### src/rtl/cpualu_pkg.sv
// shared types and constants for the cpu alu with flags
// opcode codes, flag bit positions and the request / result structs
// no dependencies
`default_nettype none

package cpualu_pkg;

   // opcode codes
   localparam logic [4:0] OP_ADD   = 5'd0;
   localparam logic [4:0] OP_ADC   = 5'd1;
   localparam logic [4:0] OP_SUB   = 5'd2;
   localparam logic [4:0] OP_SBC   = 5'd3;
   localparam logic [4:0] OP_AND   = 5'd4;
   localparam logic [4:0] OP_XOR   = 5'd5;
   localparam logic [4:0] OP_OR    = 5'd6;
   localparam logic [4:0] OP_CP    = 5'd7;
   localparam logic [4:0] OP_INC8  = 5'd8;
   localparam logic [4:0] OP_DEC8  = 5'd9;
   localparam logic [4:0] OP_ADD16 = 5'd10;
   localparam logic [4:0] OP_ADDSP = 5'd11;
   localparam logic [4:0] OP_INC16 = 5'd12;
   localparam logic [4:0] OP_DEC16 = 5'd13;
   localparam logic [4:0] OP_BIT   = 5'd14;
   localparam logic [4:0] OP_RES   = 5'd15;
   localparam logic [4:0] OP_SET   = 5'd16;

   // flag bit positions within the flag nibble
   localparam int FLAG_Z_BIT = 3;
   localparam int FLAG_N_BIT = 2;
   localparam int FLAG_H_BIT = 1;
   localparam int FLAG_C_BIT = 0;

   // one captured request
   typedef struct packed {
      logic [4:0]  opcode;
      logic [15:0] operand_a;
      logic [15:0] operand_b;
      logic [2:0]  bit_index;
      logic [3:0]  flags_in;
   } alu_req_type;

   // one computed result
   typedef struct packed {
      logic [15:0] result;
      logic        write_back;
      logic        zero_flag;
      logic        subtract_flag;
      logic        half_carry_flag;
      logic        carry_flag;
   } alu_rsp_type;

endpackage

`default_nettype wire

### src/rtl/cpu_alu_with_flags.sv
// A request passes the request register, then the result register, before its strobe.
// Throughput: one request every cycle; the request register and the result
// register around the alu datapath set this, and busy never rises.
// Results cannot be stalled by the receiver: each shows for exactly one cycle.
// Reset (synchronous, active high) clears the request and result strobes only.
// Depends on cpualu_pkg and cpualu_core.
`default_nettype none

module cpu_alu_with_flags
   import cpualu_pkg::*;
(
   input  wire logic        clock,
   input  wire logic        reset,
   input  wire logic        start,
   output      logic        busy,
   input  wire logic [4:0]  req_opcode,
   input  wire logic [15:0] req_operand_a,
   input  wire logic [15:0] req_operand_b,
   input  wire logic [2:0]  req_bit_index,
   input  wire logic [3:0]  req_flags_in,
   output      logic        rsp_strobe,
   output      logic [15:0] rsp_result,
   output      logic        rsp_write_back,
   output      logic        rsp_zero_flag,
   output      logic        rsp_subtract_flag,
   output      logic        rsp_half_carry_flag,
   output      logic        rsp_carry_flag
);

   alu_req_type req_ff;
   alu_req_type req_in;
   logic        req_valid_ff;
   logic        req_valid_in;
   alu_rsp_type rsp_ff;
   alu_rsp_type rsp_in;
   logic        rsp_strobe_ff;
   logic        rsp_strobe_in;
   logic        take;

   // one request per cycle, never held off
   assign busy = 1'b0;
   assign take = start & ~busy;

   // request register
   assign req_valid_in     = take;
   assign req_in.opcode    = req_opcode;
   assign req_in.operand_a = req_operand_a;
   assign req_in.operand_b = req_operand_b;
   assign req_in.bit_index = req_bit_index;
   assign req_in.flags_in  = req_flags_in;

   always_ff @(posedge clock) begin
      if (reset) begin
         req_valid_ff <= 1'b0;
      end else begin
         req_valid_ff <= req_valid_in;
      end
   end

   always_ff @(posedge clock) begin
      if (take) begin
         req_ff <= req_in;
      end
   end

   // alu datapath
   cpualu_core u_core (
      .req (req_ff),
      .rsp (rsp_in)
   );

   // result register
   assign rsp_strobe_in = req_valid_ff;

   always_ff @(posedge clock) begin
      if (reset) begin
         rsp_strobe_ff <= 1'b0;
      end else begin
         rsp_strobe_ff <= rsp_strobe_in;
      end
   end

   always_ff @(posedge clock) begin
      if (req_valid_ff) begin
         rsp_ff <= rsp_in;
      end
   end

   assign rsp_strobe          = rsp_strobe_ff;
   assign rsp_result          = rsp_ff.result;
   assign rsp_write_back      = rsp_ff.write_back;
   assign rsp_zero_flag       = rsp_ff.zero_flag;
   assign rsp_subtract_flag   = rsp_ff.subtract_flag;
   assign rsp_half_carry_flag = rsp_ff.half_carry_flag;
   assign rsp_carry_flag      = rsp_ff.carry_flag;

endmodule

`default_nettype wire

### src/rtl/cpualu_core.sv
// alu datapath: one request in, one result out, purely combinational
// covers 8-bit and 16-bit arithmetic, logic and single-bit operations
// depends on cpualu_pkg
`default_nettype none

module cpualu_core
   import cpualu_pkg::*;
(
   input  alu_req_type req,
   output alu_rsp_type rsp
);

   logic [7:0]  a8;
   logic [7:0]  b8;
   logic        cin;
   logic        add_k;
   logic        sub_k;
   logic [8:0]  add_sum;
   logic [4:0]  add_half;
   logic [8:0]  sub_diff;
   logic [4:0]  sub_half;
   logic [7:0]  inc8;
   logic [7:0]  dec8;
   logic [16:0] wide_sum;
   logic [12:0] wide_half;
   logic [15:0] offs;
   logic [15:0] sp_sum;
   logic [4:0]  sp_half;
   logic [8:0]  sp_carry;
   logic [7:0]  bit_mask;
   logic [15:0] res;
   logic        wb;
   logic        fz;
   logic        fn;
   logic        fh;
   logic        fc;

   assign a8  = req.operand_a[7:0];
   assign b8  = req.operand_b[7:0];
   assign cin = req.flags_in[FLAG_C_BIT];

   // 8-bit add with optional carry in
   assign add_k    = (req.opcode == OP_ADC) ? cin : 1'b0;
   assign add_sum  = {1'b0, a8} + {1'b0, b8} + {8'd0, add_k};
   assign add_half = {1'b0, a8[3:0]} + {1'b0, b8[3:0]} + {4'd0, add_k};

   // 8-bit subtract with optional borrow; the top bit is the borrow out
   assign sub_k    = (req.opcode == OP_SBC) ? cin : 1'b0;
   assign sub_diff = {1'b0, a8} - {1'b0, b8} - {8'd0, sub_k};
   assign sub_half = {1'b0, a8[3:0]} - {1'b0, b8[3:0]} - {4'd0, sub_k};

   // 8-bit increment and decrement
   assign inc8 = a8 + 8'd1;
   assign dec8 = a8 - 8'd1;

   // 16-bit add, half carry out of bit 11
   assign wide_sum  = {1'b0, req.operand_a} + {1'b0, req.operand_b};
   assign wide_half = {1'b0, req.operand_a[11:0]} + {1'b0, req.operand_b[11:0]};

   // 16-bit add of a signed byte, flags from the unsigned low-byte add
   assign offs     = {{8{b8[7]}}, b8};
   assign sp_sum   = req.operand_a + offs;
   assign sp_half  = {1'b0, req.operand_a[3:0]} + {1'b0, b8[3:0]};
   assign sp_carry = {1'b0, req.operand_a[7:0]} + {1'b0, b8};

   // single-bit mask
   assign bit_mask = 8'd1 << req.bit_index;

   // operation select
   always_comb begin
      res = 16'd0;
      wb  = 1'b1;
      fz  = req.flags_in[FLAG_Z_BIT];
      fn  = req.flags_in[FLAG_N_BIT];
      fh  = req.flags_in[FLAG_H_BIT];
      fc  = req.flags_in[FLAG_C_BIT];
      unique case (req.opcode)
         OP_ADD, OP_ADC: begin
            res = {8'd0, add_sum[7:0]};
            fz  = (add_sum[7:0] == 8'd0);
            fn  = 1'b0;
            fh  = add_half[4];
            fc  = add_sum[8];
         end
         OP_SUB, OP_SBC: begin
            res = {8'd0, sub_diff[7:0]};
            fz  = (sub_diff[7:0] == 8'd0);
            fn  = 1'b1;
            fh  = sub_half[4];
            fc  = sub_diff[8];
         end
         OP_CP: begin
            wb = 1'b0;
            fz = (sub_diff[7:0] == 8'd0);
            fn = 1'b1;
            fh = sub_half[4];
            fc = sub_diff[8];
         end
         OP_AND: begin
            res = {8'd0, a8 & b8};
            fz  = ((a8 & b8) == 8'd0);
            fn  = 1'b0;
            fh  = 1'b1;
            fc  = 1'b0;
         end
         OP_XOR: begin
            res = {8'd0, a8 ^ b8};
            fz  = ((a8 ^ b8) == 8'd0);
            fn  = 1'b0;
            fh  = 1'b0;
            fc  = 1'b0;
         end
         OP_OR: begin
            res = {8'd0, a8 | b8};
            fz  = ((a8 | b8) == 8'd0);
            fn  = 1'b0;
            fh  = 1'b0;
            fc  = 1'b0;
         end
         OP_INC8: begin
            res = {8'd0, inc8};
            fz  = (inc8 == 8'd0);
            fn  = 1'b0;
            fh  = (a8[3:0] == 4'hF);
         end
         OP_DEC8: begin
            res = {8'd0, dec8};
            fz  = (dec8 == 8'd0);
            fn  = 1'b1;
            fh  = (a8[3:0] == 4'h0);
         end
         OP_ADD16: begin
            res = wide_sum[15:0];
            fn  = 1'b0;
            fh  = wide_half[12];
            fc  = wide_sum[16];
         end
         OP_ADDSP: begin
            res = sp_sum;
            fz  = 1'b0;
            fn  = 1'b0;
            fh  = sp_half[4];
            fc  = sp_carry[8];
         end
         OP_INC16: res = req.operand_a + 16'd1;
         OP_DEC16: res = req.operand_a - 16'd1;
         OP_BIT: begin
            wb = 1'b0;
            fz = ((a8 & bit_mask) == 8'd0);
            fn = 1'b0;
            fh = 1'b1;
         end
         OP_RES: res = {8'd0, a8 & ~bit_mask};
         OP_SET: res = {8'd0, a8 | bit_mask};
         default: wb = 1'b0;
      endcase
   end

   assign rsp.result          = res;
   assign rsp.write_back      = wb;
   assign rsp.zero_flag       = fz;
   assign rsp.subtract_flag   = fn;
   assign rsp.half_carry_flag = fh;
   assign rsp.carry_flag      = fc;

endmodule

`default_nettype wire

### config.mk
export PLATFORM = sky130hd
export DESIGN_NAME = cpu_alu_with_flags
export DESIGN_NICKNAME = d
export VERILOG_FILES = /design/src/rtl/cpualu_pkg.sv /design/src/rtl/cpu_alu_with_flags.sv /design/src/rtl/cpualu_core.sv
export SDC_FILE = /design/constraint.sdc
export NUM_CORES = 1
export LEC_CHECK = 0
export ABC_AREA = 0
export BUFFER_PORTS_ARGS = -buffer_cell sky130_fd_sc_hd__buf_2
export CAP_MARGIN = 20
export CORE_MARGIN = 5
export CORE_UTILIZATION = 60
export DETAILED_ROUTE_END_ITERATION = 16
export GPL_TIMING_DRIVEN = 0
export PLACE_DENSITY = 0.81
export SLEW_MARGIN = 15
export SYNTH_ARGS = -nofsm -noshare
export SYNTH_HDL_FRONTEND = slang
export SYNTH_HIERARCHICAL = 1
export SYNTH_SLANG_ARGS = --single-unit
### constraint.sdc
create_clock -name clock -period 4.7 [get_ports clock]
set_input_delay 0 -clock clock [delete_from_list [all_inputs] [get_ports clock]]
set_output_delay 0 -clock clock [all_outputs]
set_load 0.02 [all_outputs]
==> results.md <==
STA:
- The worst pin sits at a relative slew slack of 19.6%.
- At the pin with the least slew margin, the transition time is 1200 ps.
- Setup repair after global routing left no endpoint under its margin.
- The total count of max-transition violations in the final report is 0.
- The final hold violation count is 0.
- The worst path meets setup with 305 ps of slack.
- The worst clock skew on the final layout is 9.53 ps.
- The number of setup violations in the final report is 0.
- The final period utilization is 93.5%.
- The post-route setup TNS is 0 ps.
- On the final layout, the worst hold slack is 346 ps.
- The fmax is 228 MHz.
- The final period demand of the worst path is 4390 ps.

Critical path:
- The capturing point of the worst reg2reg path is rsp_result[14]$_DFFE_PP_.
- The number of cells traversed by the worst register-to-register path is 12.
- The critical path endpoint category is a flip-flop.
- Data on the critical path is required at its endpoint by 4800 ps.
- The top fanout value on the critical path is 10.
- The type of the worst setup path is reg -> reg.
- The launch point of the worst reg-to-reg path is req_ff[43]$_DFFE_PP_.
- The startpoint type of the worst setup path is a flip-flop.
- The reg2reg setup slack is 310 ps.
- The signal arrival time at the worst endpoint is 4490 ps.

Floorplanning:
- The core box area is 10,200 µm².
- The height of the chip is 112 µm.
- The total number of placement rows is 37.
- Once the floorplan was initialized, standard cells occupied 60.8% of the core.
- The floorplan step set the die width to 112 µm.
- Pin placement for this block handled 70 I/O pins.
- The area of the die is 12,500 µm².

Outcome:
- The flow ran to the end, and the final reports show no timing, DRC or antenna violations.

Finish:
- Of the cells placed in the final design, the portion with a size suffix greater than 1 is 15.1%.
- The number of antenna diodes in the final layout is 0.
- The library cell used most frequently in the layout, excluding fill and tap cells, is sky130_fd_sc_hd__buf_2.
- The finished layout holds 952 standard cells, fillers aside.
- The filler cell count in the final layout is 755.
- The final design utilization is 72.4%.
- Compared with the post-synthesis result, the final layout area differs by 19.1%.
- The final layout contains 924 nets.
- In the layout the commonest cells are 75 x sky130_fd_sc_hd__buf_2, 65 x sky130_fd_sc_hd__edfxtp_1, 62 x sky130_fd_sc_hd__ha_1, 54 x sky130_fd_sc_hd__nor2_1, 48 x sky130_fd_sc_hd__a21oi_1.

Clock tree:
- The clock net in this run drives a total of 67 sinks.
- No sink is reached through more buffers than the 2 on the longest clock path.
- After clock tree synthesis, the clock-pin slew on the worst setup and hold paths is 80 ps.
- The clock tree from TritonCTS is yes.
- After clock tree synthesis, the setup repair step added 0 buffers.
- The root buffer selected by CTS is sky130_fd_sc_hd__clkbuf_8.
- The worst-skew pair later-pin latency is 360 ps.
- The clock tree synthesis step divided the H-tree into 3 levels.
- The total CTS buffers is 9.

Synthesis:
- Multiplexer cells account for 1.03% of the synthesized area.
- When the netlist entered floorplanning its net count stood at 800.
- The share of the synthesized netlist area taken by xor and xnor gates is 7.02%.
- The count of cell types in the netlist is 84.
- The dominant register cell in the synthesized netlist is sky130_fd_sc_hd__edfxtp_1.
- The summed instance area of the synthesized netlist is 6220 µm².
- Yosys mapped a number of flops with a built-in enable equal to 65.
- The count of state elements after synthesis is 67.
- Dividing the synthesized area by the synthesized cell count gives 9.06 µm².
- Summing the areas of all fa, ha and maj instances in the mapped netlist gives 13.8% of the synthesized area.
- The warning count from the yosys run is 6.
- The post-synthesis instance total is 687.
- By area, the combinational part of the netlist is dominated by compound AO/OA/AOI/OAI gates.
- The area fraction in compound gates after synthesis is 22.7%.
- The post-synthesis async set-or-reset flop share is 0%.
- The simple-gate share of the synthesized area is 18.6%.
- Sequential cells were found to cover 32.0% of the synthesized design area.

Global routing:
- Summed over all layers, the global routing overflow is 0.
- The via count of the first global-routing pass is 6,254.
- The initial antenna violation count is 0.
- The wire length of the first global-routing pass is 34.0 mm.
- The combined global-route utilization of all metal layers is 34.7%.
- Entering global routing, the biggest net connects 46 pins.

Route:
- The routed layout has 6,347 vias.
- The total DRC errors in the routed layout is 0.
- The count of routing violations after the opening detailed-route iteration is 755.
- The total detailed-routing wirelength is 21.9 mm.
- The post-detailed-route wirelength per cell is 23.0 µm.
- The number of iterations in the first detailed-routing pass is 7.
- The residual antenna-violating net count after detailed routing is 0.
- In the routed layout, each cell is associated on average with a via count of 6.67.

Min path:
- The worst hold path passes through 2 cells.
- For hold timing, the worst endpoint is req_ff[20]$_DFFE_PP_.
- The start point of the worst hold path is req_operand_b[13].
- The worst min-delay path class is in -> reg.

Pwr:
- The worst vdd rail ir drop is 0.278 mV.
- The analysis attributes to cell leakage a power of 0.00290 µW.
- For this design the ratio of total power to cell area is 311 nW/µm².

Flow run:
- The max capacitance violation total is 0.

Placement:
- The global placer's final weighted congestion is 1.05.
- Including well taps, the total number of placed cells is 891.
- The half-perimeter wire length of the detailed placement result is 15.7 mm.
- Buffers placed on the I/O ports in this run total 68.
- At the placement stage, the worst setup path has a slack of 330 ps.
-- layout make-up --
type / instances / area, µm² / area share, %
Sequential cell: 67 / 1990 / 26.9
Inverter: 32 / 120 / 1.62
Timing Repair Buffer: 113 / 791 / 10.7
Multi-Input combinational cell: 550 / 3930 / 53.1
Buffer: 38 / 181 / 2.45
Clock buffer: 9 / 124 / 1.67
Tap cell: 136 / 170 / 2.30
Clock inverter: 7 / 100 / 1.35
-- sequential cells by signal (all words and copies together) (netlist names) --
name	cells
rsp_subtract_flag	1
req_ff	44
rsp_carry_flag	1
rsp_zero_flag	1
rsp_write_back	1
rsp_strobe	1
rsp_result	16
req_valid_ff	1
rsp_half_carry_flag	1
-- synth_stat cells (all sizes together), types with 3 or more instances --
cell / instances / area share [%]
edfxtp: 65 / 31
ha: 62 / 12
nor2: 54 / 3.3
a21oi: 48 / 3.9
o21ai: 47 / 3.8
nand2: 45 / 2.7
inv: 31 / 1.9
xnor2: 31 / 4.4
nor3: 23 / 1.9
clkbuf: 22 / 1.3
nand3: 22 / 1.8
xor2: 18 / 2.7
buf: 16 / 1.6
o22ai: 14 / 1.4
nand4: 12 / 1.2
nor2b: 12 / 1.2
a211oi: 11 / 1.5
and3: 10 / 1.0
nor4: 10 / 1.1
o211ai: 10 / 1.2
a221oi: 9 / 1.5
a21o: 8 / 0.99
nand2b: 8 / 0.80
a31oi: 7 / 0.70
or2: 7 / 0.74
o21a: 6 / 0.72
or3: 5 / 0.50
and2: 4 / 0.40
fa: 4 / 1.3
o221ai: 4 / 0.56
a2111oi: 3 / 0.72
a22oi: 3 / 0.36
mux2i: 3 / 0.48
nor3b: 3 / 0.44
o2111ai: 3 / 0.42
o311ai: 3 / 0.70
o31ai: 3 / 0.36
or4: 3 / 0.36
-- what timing repair did --
item                                    in CTS  in global routing
endpoints found under the setup margin       0                  1
hold endpoints to repair                    46                  0
hold buffers                                45                  0
gates resized for setup                      0                  1
-- how the worst max path moves through the flow --
stage               cells after the start  slack [ps]                 start                       end
floorplan                              12        1420  req_ff[43]$_DFFE_PP_  rsp_result[14]$_DFFE_PP_
global placement                       12         510  req_ff[43]$_DFFE_PP_  rsp_result[14]$_DFFE_PP_
detailed placement                     12         330  req_ff[43]$_DFFE_PP_  rsp_result[14]$_DFFE_PP_
CTS                                    12         330  req_ff[43]$_DFFE_PP_  rsp_result[14]$_DFFE_PP_
global route                           12          70  req_ff[43]$_DFFE_PP_  rsp_result[14]$_DFFE_PP_
finish                                 12         310  req_ff[43]$_DFFE_PP_  rsp_result[14]$_DFFE_PP_
-- logic make-up (layout without fill, tap and decap cells) --
group	Yosys count	count (layout)
simple gates	225	225
fa+ha+maj	66	66
flops	67	67
xor+xnor	49	49
mux	5	5
buf+inv	70	199
other cells	1	1
compound gates	204	204
-- worst max-delay path: stages, from the launching register on --
cell and delay [ps]:
sky130_fd_sc_hd__edfxtp_1 510, sky130_fd_sc_hd__clkbuf_1 300, sky130_fd_sc_hd__nor3_2 610, sky130_fd_sc_hd__clkbuf_1 410, sky130_fd_sc_hd__o21ai_0 180, sky130_fd_sc_hd__ha_1 360
sky130_fd_sc_hd__nor2b_1 160, sky130_fd_sc_hd__o31a_1 290, sky130_fd_sc_hd__nor4_2 360, sky130_fd_sc_hd__o21ai_0 210, sky130_fd_sc_hd__a311oi_1 450, sky130_fd_sc_hd__or4_1 200
sky130_fd_sc_hd__o211ai_1 90
-- metrics by stage --
stage	total power [µW]	instance area (µm²)
finish	2310	7410
global route	2410	7410
CTS	2250	7410
detailed placement	1670	6730
global placement	1650	6730
floorplan	1410	6220
-- per-layer routing --
metal | wire length [µm] | GRT usage, % | vias up
li1 | - | - | 2839
met1 | 8180 | 42.8 | 2927
met2 | 10200 | 57.0 | 489
met3 | 2470 | 9.40 | 92
met4 | 998 | 15.2 | 0
met5 | 0 | 0 | -
-- power breakdown --
group | internal, µW | switching (µW) | total (µW)
logic | 375 | 609 | 984
clock network | 303 | 253 | 556
registers | 717 | 48.1 | 765
total | 1390 | 910 | 2310
No activity file was read; power rests on OpenSTA's default activity.
